==> src/sv/rgb2hsv_pkg.sv <==
// rgb2hsv_pkg: shared types, constants and the divider step for the rgb to hsv pipeline
package rgb2hsv_pkg;

	localparam int unsigned CH_W = 8;

	// hue scale and sector bases
	localparam logic [15:0]     HUE_SCALE  = 16'd43;
	localparam logic [CH_W-1:0] BASE_RED   = 8'd0;
	localparam logic [CH_W-1:0] BASE_GREEN = 8'd85;
	localparam logic [CH_W-1:0] BASE_BLUE  = 8'd171;

	// channel that holds the maximum
	typedef enum logic [1:0] {
		SEC_RED,
		SEC_GREEN,
		SEC_BLUE
	} sector_t;

	// one quotient bit of a restoring division
	typedef struct packed {
		logic [CH_W-1:0] rem;
		logic            qbit;
	} div_bit_t;

	// payload of the divider stages, both divisions side by side
	typedef struct packed {
		logic [CH_W-1:0] sat_rem;
		logic [CH_W-1:0] sat_num;
		logic [CH_W-1:0] sat_q;
		logic [CH_W-1:0] sat_div;
		logic [CH_W-1:0] hue_rem;
		logic [CH_W-1:0] hue_num;
		logic [CH_W-1:0] hue_q;
		logic [CH_W-1:0] hue_div;
		sector_t         sector;
		logic            neg;
		logic            grey;
	} div_pipe_t;

	// shift one numerator bit into the remainder and subtract the divisor if it fits
	function automatic div_bit_t div_bit(input logic [CH_W-1:0] rem, input logic bit_in,
			input logic [CH_W-1:0] dvs);
		logic [CH_W:0] trial;
		div_bit_t      res;
		trial = {rem, bit_in};
		if (trial >= {1'b0, dvs}) begin
			trial    = trial - {1'b0, dvs};
			res.qbit = 1'b1;
		end else begin
			res.qbit = 1'b0;
		end
		res.rem = trial[CH_W-1:0];
		return res;
	endfunction

endpackage

==> src/sv/rgb2hsv_front.sv <==
// rgb2hsv_front: max, min, spread and hue difference, then the two numerators
module rgb2hsv_front
	import rgb2hsv_pkg::*;
(
	input  logic            clk,
	input  logic            arst_n,
	input  logic            in_valid,
	output logic            in_ready,
	input  logic [CH_W-1:0] red,
	input  logic [CH_W-1:0] green,
	input  logic [CH_W-1:0] blue,
	output logic            out_valid,
	input  logic            out_ready,
	output div_pipe_t       out_data
);

	logic            valid_s1, valid_s2, ready_s1, ready_s2;
	logic [CH_W-1:0] hi, lo, op_a, op_b;
	sector_t         sector;
	logic [CH_W:0]   diff, absd;
	logic [CH_W-1:0] hi_s1, spread_s1, absd_s1;
	sector_t         sector_s1;
	logic            neg_s1;
	logic [15:0]     sat_num, hue_num;
	div_pipe_t       data_s2;

	assign ready_s2 = !valid_s2 || out_ready;
	assign ready_s1 = !valid_s1 || ready_s2;
	assign in_ready = ready_s1;

	// pick the maximum channel, ties to the earlier one
	always_comb begin
		if (red >= green && red >= blue) begin
			sector = SEC_RED;
			hi     = red;
			op_a   = green;
			op_b   = blue;
		end else if (green >= blue) begin
			sector = SEC_GREEN;
			hi     = green;
			op_a   = blue;
			op_b   = red;
		end else begin
			sector = SEC_BLUE;
			hi     = blue;
			op_a   = red;
			op_b   = green;
		end
		lo = red;
		if (green < lo) lo = green;
		if (blue < lo) lo = blue;
		diff = {1'b0, op_a} - {1'b0, op_b};
		absd = diff[CH_W] ? ({(CH_W+1){1'b0}} - diff) : diff;
	end

	// stage 1 register
	always_ff @(posedge clk or negedge arst_n) begin
		if (!arst_n) begin
			valid_s1 <= 1'b0;
		end else if (ready_s1) begin
			valid_s1 <= in_valid;
		end
	end

	always_ff @(posedge clk) begin
		if (ready_s1 && in_valid) begin
			hi_s1     <= hi;
			spread_s1 <= hi - lo;
			absd_s1   <= absd[CH_W-1:0];
			sector_s1 <= sector;
			neg_s1    <= diff[CH_W];
		end
	end

	// numerators: 255 * spread and 43 * |difference|
	assign sat_num = {spread_s1, 8'd0} - {8'd0, spread_s1};
	assign hue_num = {8'd0, absd_s1} * HUE_SCALE;

	// stage 2 register
	always_ff @(posedge clk or negedge arst_n) begin
		if (!arst_n) begin
			valid_s2 <= 1'b0;
		end else if (ready_s2) begin
			valid_s2 <= valid_s1;
		end
	end

	always_ff @(posedge clk) begin
		if (ready_s2 && valid_s1) begin
			data_s2.sat_rem <= sat_num[15:8];
			data_s2.sat_num <= sat_num[7:0];
			data_s2.sat_q   <= '0;
			data_s2.sat_div <= hi_s1;
			data_s2.hue_rem <= hue_num[15:8];
			data_s2.hue_num <= hue_num[7:0];
			data_s2.hue_q   <= '0;
			data_s2.hue_div <= spread_s1;
			data_s2.sector  <= sector_s1;
			data_s2.neg     <= neg_s1;
			data_s2.grey    <= (spread_s1 == '0);
		end
	end

	assign out_valid = valid_s2;
	assign out_data  = data_s2;

endmodule

==> src/sv/rgb2hsv_div_stage.sv <==
// rgb2hsv_div_stage: two restoring division steps for saturation and hue, registered
module rgb2hsv_div_stage
	import rgb2hsv_pkg::*;
(
	input  logic      clk,
	input  logic      arst_n,
	input  logic      in_valid,
	output logic      in_ready,
	input  div_pipe_t in_data,
	output logic      out_valid,
	input  logic      out_ready,
	output div_pipe_t out_data
);

	logic      valid_s1;
	div_pipe_t data_s1, nxt;
	div_bit_t  sat_a, sat_b, hue_a, hue_b;

	assign in_ready = !valid_s1 || out_ready;

	// two quotient bits per lane
	always_comb begin
		sat_a = div_bit(in_data.sat_rem, in_data.sat_num[CH_W-1], in_data.sat_div);
		sat_b = div_bit(sat_a.rem, in_data.sat_num[CH_W-2], in_data.sat_div);
		hue_a = div_bit(in_data.hue_rem, in_data.hue_num[CH_W-1], in_data.hue_div);
		hue_b = div_bit(hue_a.rem, in_data.hue_num[CH_W-2], in_data.hue_div);
		nxt         = in_data;
		nxt.sat_rem = sat_b.rem;
		nxt.sat_num = {in_data.sat_num[CH_W-3:0], 2'b00};
		nxt.sat_q   = {in_data.sat_q[CH_W-3:0], sat_a.qbit, sat_b.qbit};
		nxt.hue_rem = hue_b.rem;
		nxt.hue_num = {in_data.hue_num[CH_W-3:0], 2'b00};
		nxt.hue_q   = {in_data.hue_q[CH_W-3:0], hue_a.qbit, hue_b.qbit};
	end

	// stage register
	always_ff @(posedge clk or negedge arst_n) begin
		if (!arst_n) begin
			valid_s1 <= 1'b0;
		end else if (in_ready) begin
			valid_s1 <= in_valid;
		end
	end

	always_ff @(posedge clk) begin
		if (in_ready && in_valid) begin
			data_s1 <= nxt;
		end
	end

	assign out_valid = valid_s1;
	assign out_data  = data_s1;

endmodule

==> src/sv/rgb2hsv_out.sv <==
// rgb2hsv_out: hue assembly, grey override and the output register
module rgb2hsv_out
	import rgb2hsv_pkg::*;
(
	input  logic            clk,
	input  logic            arst_n,
	input  logic            in_valid,
	output logic            in_ready,
	input  div_pipe_t       in_data,
	output logic            out_valid,
	input  logic            out_ready,
	output logic [CH_W-1:0] hue,
	output logic [CH_W-1:0] saturation,
	output logic [CH_W-1:0] brightness
);

	logic            valid_q;
	logic [CH_W-1:0] base, offs, hue_n;
	logic [CH_W-1:0] hue_q, sat_q, bright_q;

	assign in_ready = !valid_q || out_ready;

	// sector base plus signed quotient, wrapping modulo 256
	always_comb begin
		case (in_data.sector)
			SEC_RED:   base = BASE_RED;
			SEC_GREEN: base = BASE_GREEN;
			SEC_BLUE:  base = BASE_BLUE;
			default:   base = BASE_RED;
		endcase
		offs  = in_data.neg ? ({CH_W{1'b0}} - in_data.hue_q) : in_data.hue_q;
		hue_n = base + offs;
	end

	// output register
	always_ff @(posedge clk or negedge arst_n) begin
		if (!arst_n) begin
			valid_q <= 1'b0;
		end else if (in_ready) begin
			valid_q <= in_valid;
		end
	end

	// grey pixels give all zero
	always_ff @(posedge clk) begin
		if (in_ready && in_valid) begin
			hue_q    <= in_data.grey ? '0 : hue_n;
			sat_q    <= in_data.grey ? '0 : in_data.sat_q;
			bright_q <= in_data.grey ? '0 : in_data.sat_div;
		end
	end

	assign out_valid  = valid_q;
	assign hue        = hue_q;
	assign saturation = sat_q;
	assign brightness = bright_q;

endmodule

==> src/sv/integer_rgb_to_hsv.sv <==
// integer_rgb_to_hsv: top level of the 8-bit rgb to hsv stream converter
// Takes one pixel per clock when the output side does not stall and returns one hsv
// result per pixel. Two register stages find
// the max, min and spread and form the numerators 255*spread and 43*|difference|;
// four divider stages then resolve two quotient bits each for both divisions in
// parallel; a last register adds the sector base and applies the grey rule (a grey
// pixel gives hue, saturation and brightness all zero). Every stage holds its item
// under backpressure, so a stalled output loses or repeats nothing.
module integer_rgb_to_hsv
	import rgb2hsv_pkg::*;
(
	input  logic        clk,
	input  logic        arst_n,
	input  logic        s_axis_tvalid,
	output logic        s_axis_tready,
	input  logic [23:0] s_axis_tdata,  // red [7:0], green [15:8], blue [23:16]
	output logic        m_axis_tvalid,
	input  logic        m_axis_tready,
	output logic [23:0] m_axis_tdata   // hue [7:0], saturation [15:8], brightness [23:16]
);

	localparam int unsigned DIV_STAGES = CH_W / 2;

	logic      vld   [DIV_STAGES+1];
	logic      rdy   [DIV_STAGES+1];
	div_pipe_t dat   [DIV_STAGES+1];
	logic [CH_W-1:0] hue, saturation, brightness;

	// front stages
	rgb2hsv_front u_front (
		.clk       (clk),
		.arst_n    (arst_n),
		.in_valid  (s_axis_tvalid),
		.in_ready  (s_axis_tready),
		.red       (s_axis_tdata[7:0]),
		.green     (s_axis_tdata[15:8]),
		.blue      (s_axis_tdata[23:16]),
		.out_valid (vld[0]),
		.out_ready (rdy[0]),
		.out_data  (dat[0])
	);

	// divider chain
	for (genvar i = 0; i < DIV_STAGES; i++) begin : g_div
		rgb2hsv_div_stage u_div (
			.clk       (clk),
			.arst_n    (arst_n),
			.in_valid  (vld[i]),
			.in_ready  (rdy[i]),
			.in_data   (dat[i]),
			.out_valid (vld[i+1]),
			.out_ready (rdy[i+1]),
			.out_data  (dat[i+1])
		);
	end

	// result stage
	rgb2hsv_out u_out (
		.clk        (clk),
		.arst_n     (arst_n),
		.in_valid   (vld[DIV_STAGES]),
		.in_ready   (rdy[DIV_STAGES]),
		.in_data    (dat[DIV_STAGES]),
		.out_valid  (m_axis_tvalid),
		.out_ready  (m_axis_tready),
		.hue        (hue),
		.saturation (saturation),
		.brightness (brightness)
	);

	assign m_axis_tdata = {brightness, saturation, hue};

endmodule
==> config.mk <==
export PLATFORM = sky130hd
export DESIGN_NAME = integer_rgb_to_hsv
export DESIGN_NICKNAME = d
export VERILOG_FILES = /design/src/sv/rgb2hsv_pkg.sv /design/src/sv/rgb2hsv_front.sv /design/src/sv/rgb2hsv_div_stage.sv /design/src/sv/rgb2hsv_out.sv /design/src/sv/integer_rgb_to_hsv.sv
export SDC_FILE = /design/constraint.sdc
export NUM_CORES = 1
export LEC_CHECK = 0
export BUFFER_PORTS_ARGS = -buffer_cell sky130_fd_sc_hd__buf_2
export CAP_MARGIN = 15
export CORE_ASPECT_RATIO = 0.7
export CORE_UTILIZATION = 60
export DETAILED_ROUTE_END_ITERATION = 8
export PLACE_DENSITY = 0.82
export SLEW_MARGIN = 20
export SYNTH_ARGS = -nofsm -noshare
export SYNTH_HDL_FRONTEND = slang
export SYNTH_SLANG_ARGS = --single-unit
==> constraint.sdc <==
create_clock -name clk -period 5.65 [get_ports clk]
set_input_delay 1.13 -clock clk [delete_from_list [all_inputs] [get_ports clk]]
set_output_delay 1.13 -clock clk [all_outputs]
set_load 0.005 [all_outputs]
[After elaboration in Yosys (flattened, before gate mapping)]
Index checks and enable logic that the tools add are counted.
Storage, ports and cells
  bits in registers: 292
  latch bits: 0
  RAM bits: 0
  ROM bits: 0
  input port bits: 28
  logic and storage cells: 172
  memories: 0
Cells by class
  $add $sub $neg: 20
  $mul: 1
  div/mod/pow operators: 0
  order comparisons: 21
  equality and inequality tests: 2
  shift-type cells: 0
  multiplexer cells: 42
  bitwise gates (word level): 0
  reduce and logical (&&, ||, !) cells: 23
Operator list (number)
  2-to-1 mux 8 bit: 24
  greater-or-equal comparator 9 x 8 -> 1 bit: 15
  subtractor 8 bit: 14
  greater-or-equal comparator 8 bit: 3
  < comparator 8 bit: 2
  2-to-1 mux 1 bit: 16
  case mux 8 bit (2 select lines): 1
  subtractor 1 x 8 -> 8 bit, first input constant: 2
  subtractor 16 x 8 -> 16 bit: 1
  multiplier 8 x 6 -> 14 bit, second input constant: 1
  subtractor 8 x 8 -> 9 bit: 1
  adder 8 bit: 1
  greater-or-equal comparator 7 x 8 -> 1 bit: 1
  logical AND 1 bit: 8
  zero test 8 bit: 1
  subtractor 7 x 8 -> 8 bit: 1
  zero test 1 bit: 7
  logical OR 1 bit: 7
  == test 2 x 1 -> 1 bit, second input constant: 1
  == test 2 bit, second input constant: 1
  2-to-1 mux 2 bit: 1

[Depth between registers and ports, before layout]
Gate-level depths: netlist of the first run.
  word-level depth: 9
  gate-level depth with buffers: 27
  mapped depth without buffers: 25

[Cells and area by module]
From an unflattened synthesis of the first run, not the netlist that was laid out.
Second synthesis, totals
  cells, all modules: 1893
  area total of the unflattened synthesis: 22810.6 um2
By module, submodules not included
  rgb2hsv_div_stage (g_div[0].u_div ...): instances 2, cells each 317, area each 4008.8 um2, seq. area each 1946.9 um2
  rgb2hsv_front: instances 1, cells each 519, area each 5686.7 um2, seq. area each 2332.2 um2
  rgb2hsv_div_stage (g_div[1].u_div): instances 1, cells each 313, area each 3892.5 um2, seq. area each 1946.9 um2
  rgb2hsv_div_stage (g_div[2].u_div): instances 1, cells each 310, area each 3806.2 um2, seq. area each 1946.9 um2
  rgb2hsv_out: instances 1, cells each 117, area each 1407.6 um2, seq. area each 745.7 um2

[Least setup slack after synthesis of the first run]
OpenSTA, ideal clock, no wires.
  path kind: in2reg
  start point: input port s_axis_tdata[9]
  end point: register u_front.spread_s1[7], data pin
  arrival time: 5.235 ns
  required time: 5.382 ns
  setup slack: 0.147 ns
  stages: 24
  path through: inv_1 > ha_1 > nor2b_1 > o211ai_1 > a21oi_1 > o22ai_1 > clkbuf_1 > a21oi_1 > ha_1 > o21ai_0 > nand2b_1 > a21oi_1 > nor3_1 > nor2_1 > a21oi_1 > clkbuf_1 > o21ai_0 > ha_1 > a21o_1 > a21o_1 > a21o_1 > nand2_1 > a21oi_1 > xnor3_1
On the way
  longest elaborated chain between the ends: 5
RTL lines
  start, declared: RTL line integer_rgb_to_hsv.sv:16  | input logic [23:0] s_axis_tdata,
  < comparator 8 bit: RTL line rgb2hsv_front.sv:50  | if (green < lo) lo = green;
  2-to-1 mux 8 bit: RTL line rgb2hsv_front.sv:50
  < comparator 8 bit: RTL line rgb2hsv_front.sv:51  | if (blue < lo) lo = blue;
  2-to-1 mux 8 bit: RTL line rgb2hsv_front.sv:51
  subtractor 8 bit *: RTL line rgb2hsv_front.sv:68  | spread_s1 <= hi - lo;
  end signal, assigned: RTL line rgb2hsv_front.sv:68
  end, declared: RTL line rgb2hsv_front.sv:21  | logic [CH_W-1:0] hi_s1, spread_s1, absd_s1;
Every way passes the cells marked *; elsewhere a longest branch is shown, timed or not.
A chain may end at the register's enable or synchronous reset.

==> metrics, run 1 <==
Net count, final=1968; sum of negative setup slack=0 ps; worst hold path type=reg2reg; min cycle time layout=5190 ps; hold-fix buffers at CTS=0; die outline height=148 µm; quantity of I/O buffers inserted on ports=53; number of global-route vias before repair=12100; I/O pin cnt=54; final setup violation count=0; tightest slew margin relative to the limit=43.8%; largest net degree at the start of global routing=52; area of the core=0.0301 mm²; crit path setup slack, layout=463 ps; all-layer global routing usage=23.9%; ys async rst share=2.43%; required time reported for the critical path endpoint=5950 ps; Core Util, Final=67.4%; number of synthesized flops with an enable pin=281; initial antenna violation count=2; pre-CTS setup slack=241 ps; Fin Hold WS=409 ps; transition at the pin with the smallest max-transition slack=836 ps; number of DRC markers in iteration 0=830; sum of routed wire length over all layers=36600 µm; maximum root-to-sink buffer count=3; horizontal die dimension=211 µm; CTS tree=built; full die area=0.0314 mm²; count of mapped cells out of synthesis=1611; effective utilization at floorplan=61.1%; number of detailed-route iterations in the first pass=5; detailed-route DRC error count=0; number of flip-flops and latches in the synthesized netlist=288; status=complete, no violations; relative area change from synthesis to final layout=10.4%; clock root buffer=clkbuf_16; worst path arrival time=5480 ps; layout cells sized above 1=12.8%; total clock sinks=288; MaxCap Viol Count=0; post-detailed-route via-to-cell ratio=5.72; share of the cycle needed by the critical path after routing=91.8%; post-route ant nets=0; Detail Placement HPWL=27600 µm; maximum clock rate=193 MHz; total of cells resized after clock tree synthesis=0; type of origin of the critical path=flop; Ys Warns=0; Layout Skew=16.1 ps; global-route wire length before repair=60100 µm; GPL Wtd Cong=0.890; Setup Buffers After CTS=0; average wire per cell in the routed design=17.2 µm; vias after detailed routing=12200; post-synthesis sequential area ratio=46.8%; leading cell types in the layout, fill and taps excluded=edfxtp_1, ha_1, inv_1; Max Slew Vio Count=0; commonest register cell after synthesis=edfxtp_1; mean cell area of the mapped netlist=11.4 µm²; Core Rows=53; unrepaired setup endpoints after global routing=no; total clock buffers created by CTS=29; H-tree depth=1; post-synthesis instance area=0.0184 mm²; total congestion overflow after global routing=0; unique cell type count in the Yosys netlist=57; post-CTS clock slew at the launch and capture registers of the worst setup and hold paths=60 ps; largest fanout on the critical path=9; count of endpoints failing hold in the final timing report=0; Post-Syn Nets=1885; clock latency of the later-clocked register in the worst-skew pair=550 ps; critical path endpoint category=flop; most common cell after layout, fill and taps aside=edfxtp_1; crit path kind=reg2reg
==> routing by layer <==
| metal | wire length [µm] | vias to the layer above | GRT usage (%) |
|---|---|---|---|
| met5 | 13 | - | 0 |
| met4 | 745 | 2 | 5.76 |
| met3 | 1720 | 68 | 3.00 |
| met2 | 16900 | 337 | 39.6 |
| met1 | 17200 | 5796 | 33.6 |
| li1 | - | 5990 | - |
==> final timing paths <==
path,slack [ps],end,startpoint,depth (start not counted)
setup / recovery,460,g_div[2].u_div.out_data[34]$_DFFE_PP_,g_div[1].u_div.out_data[5]$_DFFE_PP_,18
hold / removal,410,g_div[1].u_div.out_data[26]$_DFFE_PP_,g_div[0].u_div.out_data[24]$_DFFE_PP_,0
setup reg to reg,460,g_div[2].u_div.out_data[34]$_DFFE_PP_,g_div[1].u_div.out_data[5]$_DFFE_PP_,18
hold reg to reg,410,g_div[1].u_div.out_data[26]$_DFFE_PP_,g_div[0].u_div.out_data[24]$_DFFE_PP_,0
max in group asynchronous,5050,g_div[1].u_div.out_valid$_DFFE_PN0P_,arst_n,1
min in group asynchronous,420,u_out.out_valid$_DFFE_PN0P_,arst_n,1
==> critical path: stages (launching register included) <==
cell and delay, ps:
edfxtp_1 360, inv_1 130, ha_1 350, nor2b_2 150, o21ai_1 90, a21oi_2 160, nor3_1 70, o21ba_1 200
o21bai_1 480, mux2i_1 480, ha_1 340, nor2b_1 140, o21a_1 190, o21ai_1 180, a21oi_1 110, o21ai_0 220
a21boi_0 220, a2111oi_4 650, mux2_2 420
==> registers in the layout (all words and copies together) (netlist names) <==
register and count:
u_front.neg_s1 1, g_div.u_div.out_valid 4, u_front.out_valid 1, u_out.brightness 8, u_front.out_data 49, u_front.hi_s1 8, u_front.sector_s1 2, g_div.u_div.out_data 181
u_out.saturation 8, u_out.hue 8, u_front.absd_s1 8, u_out.out_valid 1, u_front.spread_s1 8, u_front.valid_s1 1
==> Yosys cell counts (5+ instances only) <==
master	number	share of area, %
edfxtp_1	281	46
ha_1	220	15
inv_1	172	3.5
a21oi_1	116	3.2
nor2_1	108	2.2
o21ai_0	102	2.8
mux2_2	75	4.6
xnor2_1	75	3.6
nand2_1	74	1.5
nor2b_1	49	1.7
a21o_1	42	1.7
xor2_1	31	1.5
fa_1	26	2.8
nand4_1	26	0.88
mux2i_1	23	1.3
nand2b_1	19	0.65
o21bai_1	19	0.78
o21a_1	17	0.69
clkbuf_1	16	0.33
nor3_1	15	0.41
o31ai_1	10	0.41
a211oi_1	8	0.33
nand3_1	8	0.22
or3_1	8	0.27
dfrtp_1	7	0.95
or2_2	7	0.24
and2_1	5	0.17
==> through the flow <==
| stage | cells | instance area [µm²] |
|---|---|---|
| after floorplan | 1611 | 18400 |
| after global placement | 2075 | 19300 |
| after detailed placement | 2075 | 19300 |
| after CTS | 2129 | 20300 |
| after global routing | 2129 | 20300 |
| final | 2130 | 20300 |
==> kinds of logic after synthesis <==
family                   Yosys count  synth area share (%)
AO/OA/AOI/OAI                    352                  11.8
XOR/XNOR                         107                  5.17
adder cells (fa/ha/maj)          246                  17.8
buffers and inverters            192                  3.95
flip-flops                       288                  46.8
multiplexers                      98                  5.84
AND/OR/NAND/NOR                  328                  8.57
==> area by class of cell <==
cell class	instances	area, µm²
Antenna cell	1	2.50
Clock buffer	31	733
Clock inverter	23	274
Fill cell	2171	9800
Inverter	172	646
Multi-Input combinational cell	1131	9110
Sequential cell	288	8610
Tap cell	412	515
Timing Repair Buffer	72	408
Power of run 1 is left out: the tool's default activity adds up to more than one toggle a clock period on the data nets, which glitch-free logic cannot reach.
==> run 2, diff against run 1 <==
--- a/config.mk
+++ b/config.mk
@@ -7,10 +7,10 @@
 export LEC_CHECK = 0
 export BUFFER_PORTS_ARGS = -buffer_cell sky130_fd_sc_hd__buf_2
 export CAP_MARGIN = 15
-export CORE_ASPECT_RATIO = 0.7
+export CORE_ASPECT_RATIO = 0.75
 export CORE_UTILIZATION = 60
 export DETAILED_ROUTE_END_ITERATION = 8
-export PLACE_DENSITY = 0.82
+export PLACE_DENSITY = 0.88
 export SLEW_MARGIN = 20
 export SYNTH_ARGS = -nofsm -noshare
 export SYNTH_HDL_FRONTEND = slang
==> run 2 against run 1 <==
Net effect:
- the flow now finishes with violations (DRC)
- largest cell class unchanged
- global-route usage is 0.48 points higher
- via count is 1.1% higher
- final cell count is 0.80% lower
- register-to-register slack worse by 60 ps
- setup slack worse by 58 ps
- first-iteration DRC count is 0.12% higher
==> metrics, run 2 (same netlist as run 1, synthesis figures left out) <==
Net count, final=1965 (-0.15%); status=finished with violations; number of global-route vias before repair=12500 (+3.6%); type of origin of the critical path=flop; worst hold path type=reg2reg; Setup Buffers After CTS=0 (unchanged); total clock sinks=288 (unchanged); post-detailed-route via-to-cell ratio=5.83 (+1.9%); Crit path largest cell delay=680 ps (+30 ps); area of the core=0.0301 mm² (+0.12%); final setup violation count=0 (unchanged); die outline height=154 µm (+3.5%); required time reported for the critical path endpoint=5960 ps (about the same); horizontal die dimension=204 µm (-3.4%); all-layer global routing usage=24.4% (+0.48 points); CTS tree=built; I/O pin cnt=54 (unchanged); total of cells resized after clock tree synthesis=0 (unchanged); critical path endpoint category=flop; relative area change from synthesis to final layout=9.99%; Fill cells=2105 (-3.0%); Worst Setup SP=g_div[1].u_div.out_data[5]$_DFFE_PP_; Max Slew Vio Count=0 (unchanged); quantity of I/O buffers inserted on ports=53 (unchanged); cell type of the slowest stage on the worst timing path=a2111oi_4; Layout Skew=18.1 ps (+2.00 ps); global-route wire length before repair=62200 µm (+3.5%); sum of routed wire length over all layers=37300 µm (+1.8%); total clock buffers created by CTS=28 (-3.4%); dominant delay contributor by cell family on the critical path=compound AO/OA/AOI/OAI gates; most common cell after layout, fill and taps aside=edfxtp_1; effective utilization at floorplan=61.0% (-0.071 points); sum of negative setup slack=0 ps (unchanged); crit path cell chain=inv_1, ha_1, nor2b_2, o21ai_1, a21oi_2, nor3_1, o21ba_1, o21bai_1, mux2i_1, ha_1, nor2b_1, o21a_1, o21ai_1, a21oi_1, o21ai_0, a21boi_0, a2111oi_4, mux2_2; leading cell types in the layout, fill and taps excluded=edfxtp_1, ha_1, inv_1; Detail Placement HPWL=28300 µm (+2.6%); number of buffers and inverters on the critical path=1 (unchanged); layout cells sized above 1=13.0% (+0.21 points); number of DRC markers in iteration 0=831 (+0.12%); max FFs per register=181 (unchanged); share of the cycle needed by the critical path after routing=92.8% (+1.0 points); total congestion overflow after global routing=0 (unchanged); average wire per cell in the routed design=17.6 µm (+2.7%); post-CTS clock slew at the launch and capture registers of the worst setup and hold paths=70 ps (about the same); initial antenna violation count=1 (-1); largest fanout on the critical path=9 (unchanged); full die area=0.0314 mm² (about the same); hold-fix buffers at CTS=0 (unchanged); number of detailed-route iterations in the first pass=7 (+2); maximum clock rate=191 MHz (-1.1%); failing checks=DRC; maximum root-to-sink buffer count=3 (unchanged); Fin Hold WS=401 ps (-8.18 ps); GPL Wtd Cong=0.908 (+2.0%); H-tree depth=1 (unchanged); unrepaired setup endpoints after global routing=no; worst path arrival time=5550 ps (+70 ps); detailed-route DRC error count=2 (+2); worst reg2reg startpoint=g_div[1].u_div.out_data[5]$_DFFE_PP_; vias after detailed routing=12300 (+1.1%); crit path kind=reg2reg; count of endpoints failing hold in the final timing report=0 (unchanged); post-route ant nets=0 (unchanged); clock root buffer=clkbuf_16; largest net degree at the start of global routing=52 (unchanged); tightest slew margin relative to the limit=42.6% (-1.2 points); transition at the pin with the smallest max-transition slack=853 ps (+17.2 ps); Min-Delay Startpoint=u_front.out_data[24]$_DFFE_PP_; min cycle time layout=5240 ps (+58.1 ps); clock latency of the later-clocked register in the worst-skew pair=560 ps (about the same); MaxCap Viol Count=0 (unchanged); Core Rows=55 (+3.8%)
[run 2: cell count changes in the layout (fill, tap and decap cells not counted), sizes merged]
| cell | previous run | this run |
|---|---|---|
| bufinv | 5 | 3 |
| clkinvlp | 3 | 7 |
| clkbuf | 31 | 28 |
| buf | 72 | 70 |
| clkinv | 10 | 9 |
[run 2: final cells by class]
cell class	count	area (µm²)	share of cell area [%]
clock buffers	28	701	3.46
repair buffers	70	393	1.94
diodes	1	2.50	0.0124
well taps	399	499	2.47
multi-input cells	1131	9110	45.0
clock inverters	24	267	1.32
inverters	172	646	3.19
flip-flops and latches	288	8610	42.6
[run 2: stage by stage]
stage / area [µm²] / util, % / instances / setup slack (ps)
after floorplan: 18400 / - / 1611 / 147
after global placement: 19300 / 63.9 / 2060 / 271
after detailed placement: 19300 / 63.9 / 2060 / 180
after CTS: 20200 / 67.1 / 2112 / 461
after global routing: 20200 / 67.1 / 2112 / 66.8
final: 20200 / 67.1 / 2113 / 405
[run 2: final timing paths]
path / endpoint / slack (ps) / cells past startpoint
hold / removal: g_div[0].u_div.out_data[26]$_DFFE_PP_ / 400 / 0
setup reg to reg: g_div[2].u_div.out_data[30]$_DFFE_PP_ / 410 / 18
min in group asynchronous: g_div[2].u_div.out_valid$_DFFE_PN0P_ / 410 / 1
hold reg to reg: g_div[0].u_div.out_data[26]$_DFFE_PP_ / 400 / 0
setup / recovery: g_div[2].u_div.out_data[30]$_DFFE_PP_ / 410 / 18
max in group asynchronous: u_front.out_valid$_DFFE_PN0P_ / 5040 / 1
[run 2: metal layers]
layer  up-vias  share of wire [%]  track usage (%)
met1      5926                 44             31.8
met4         0                2.4             6.72
met2       329                 49             42.8
li1       6006                  -                -
met3        66                4.4             2.86
met5         -                  0                0
Power of run 2 is left out for the same reason.
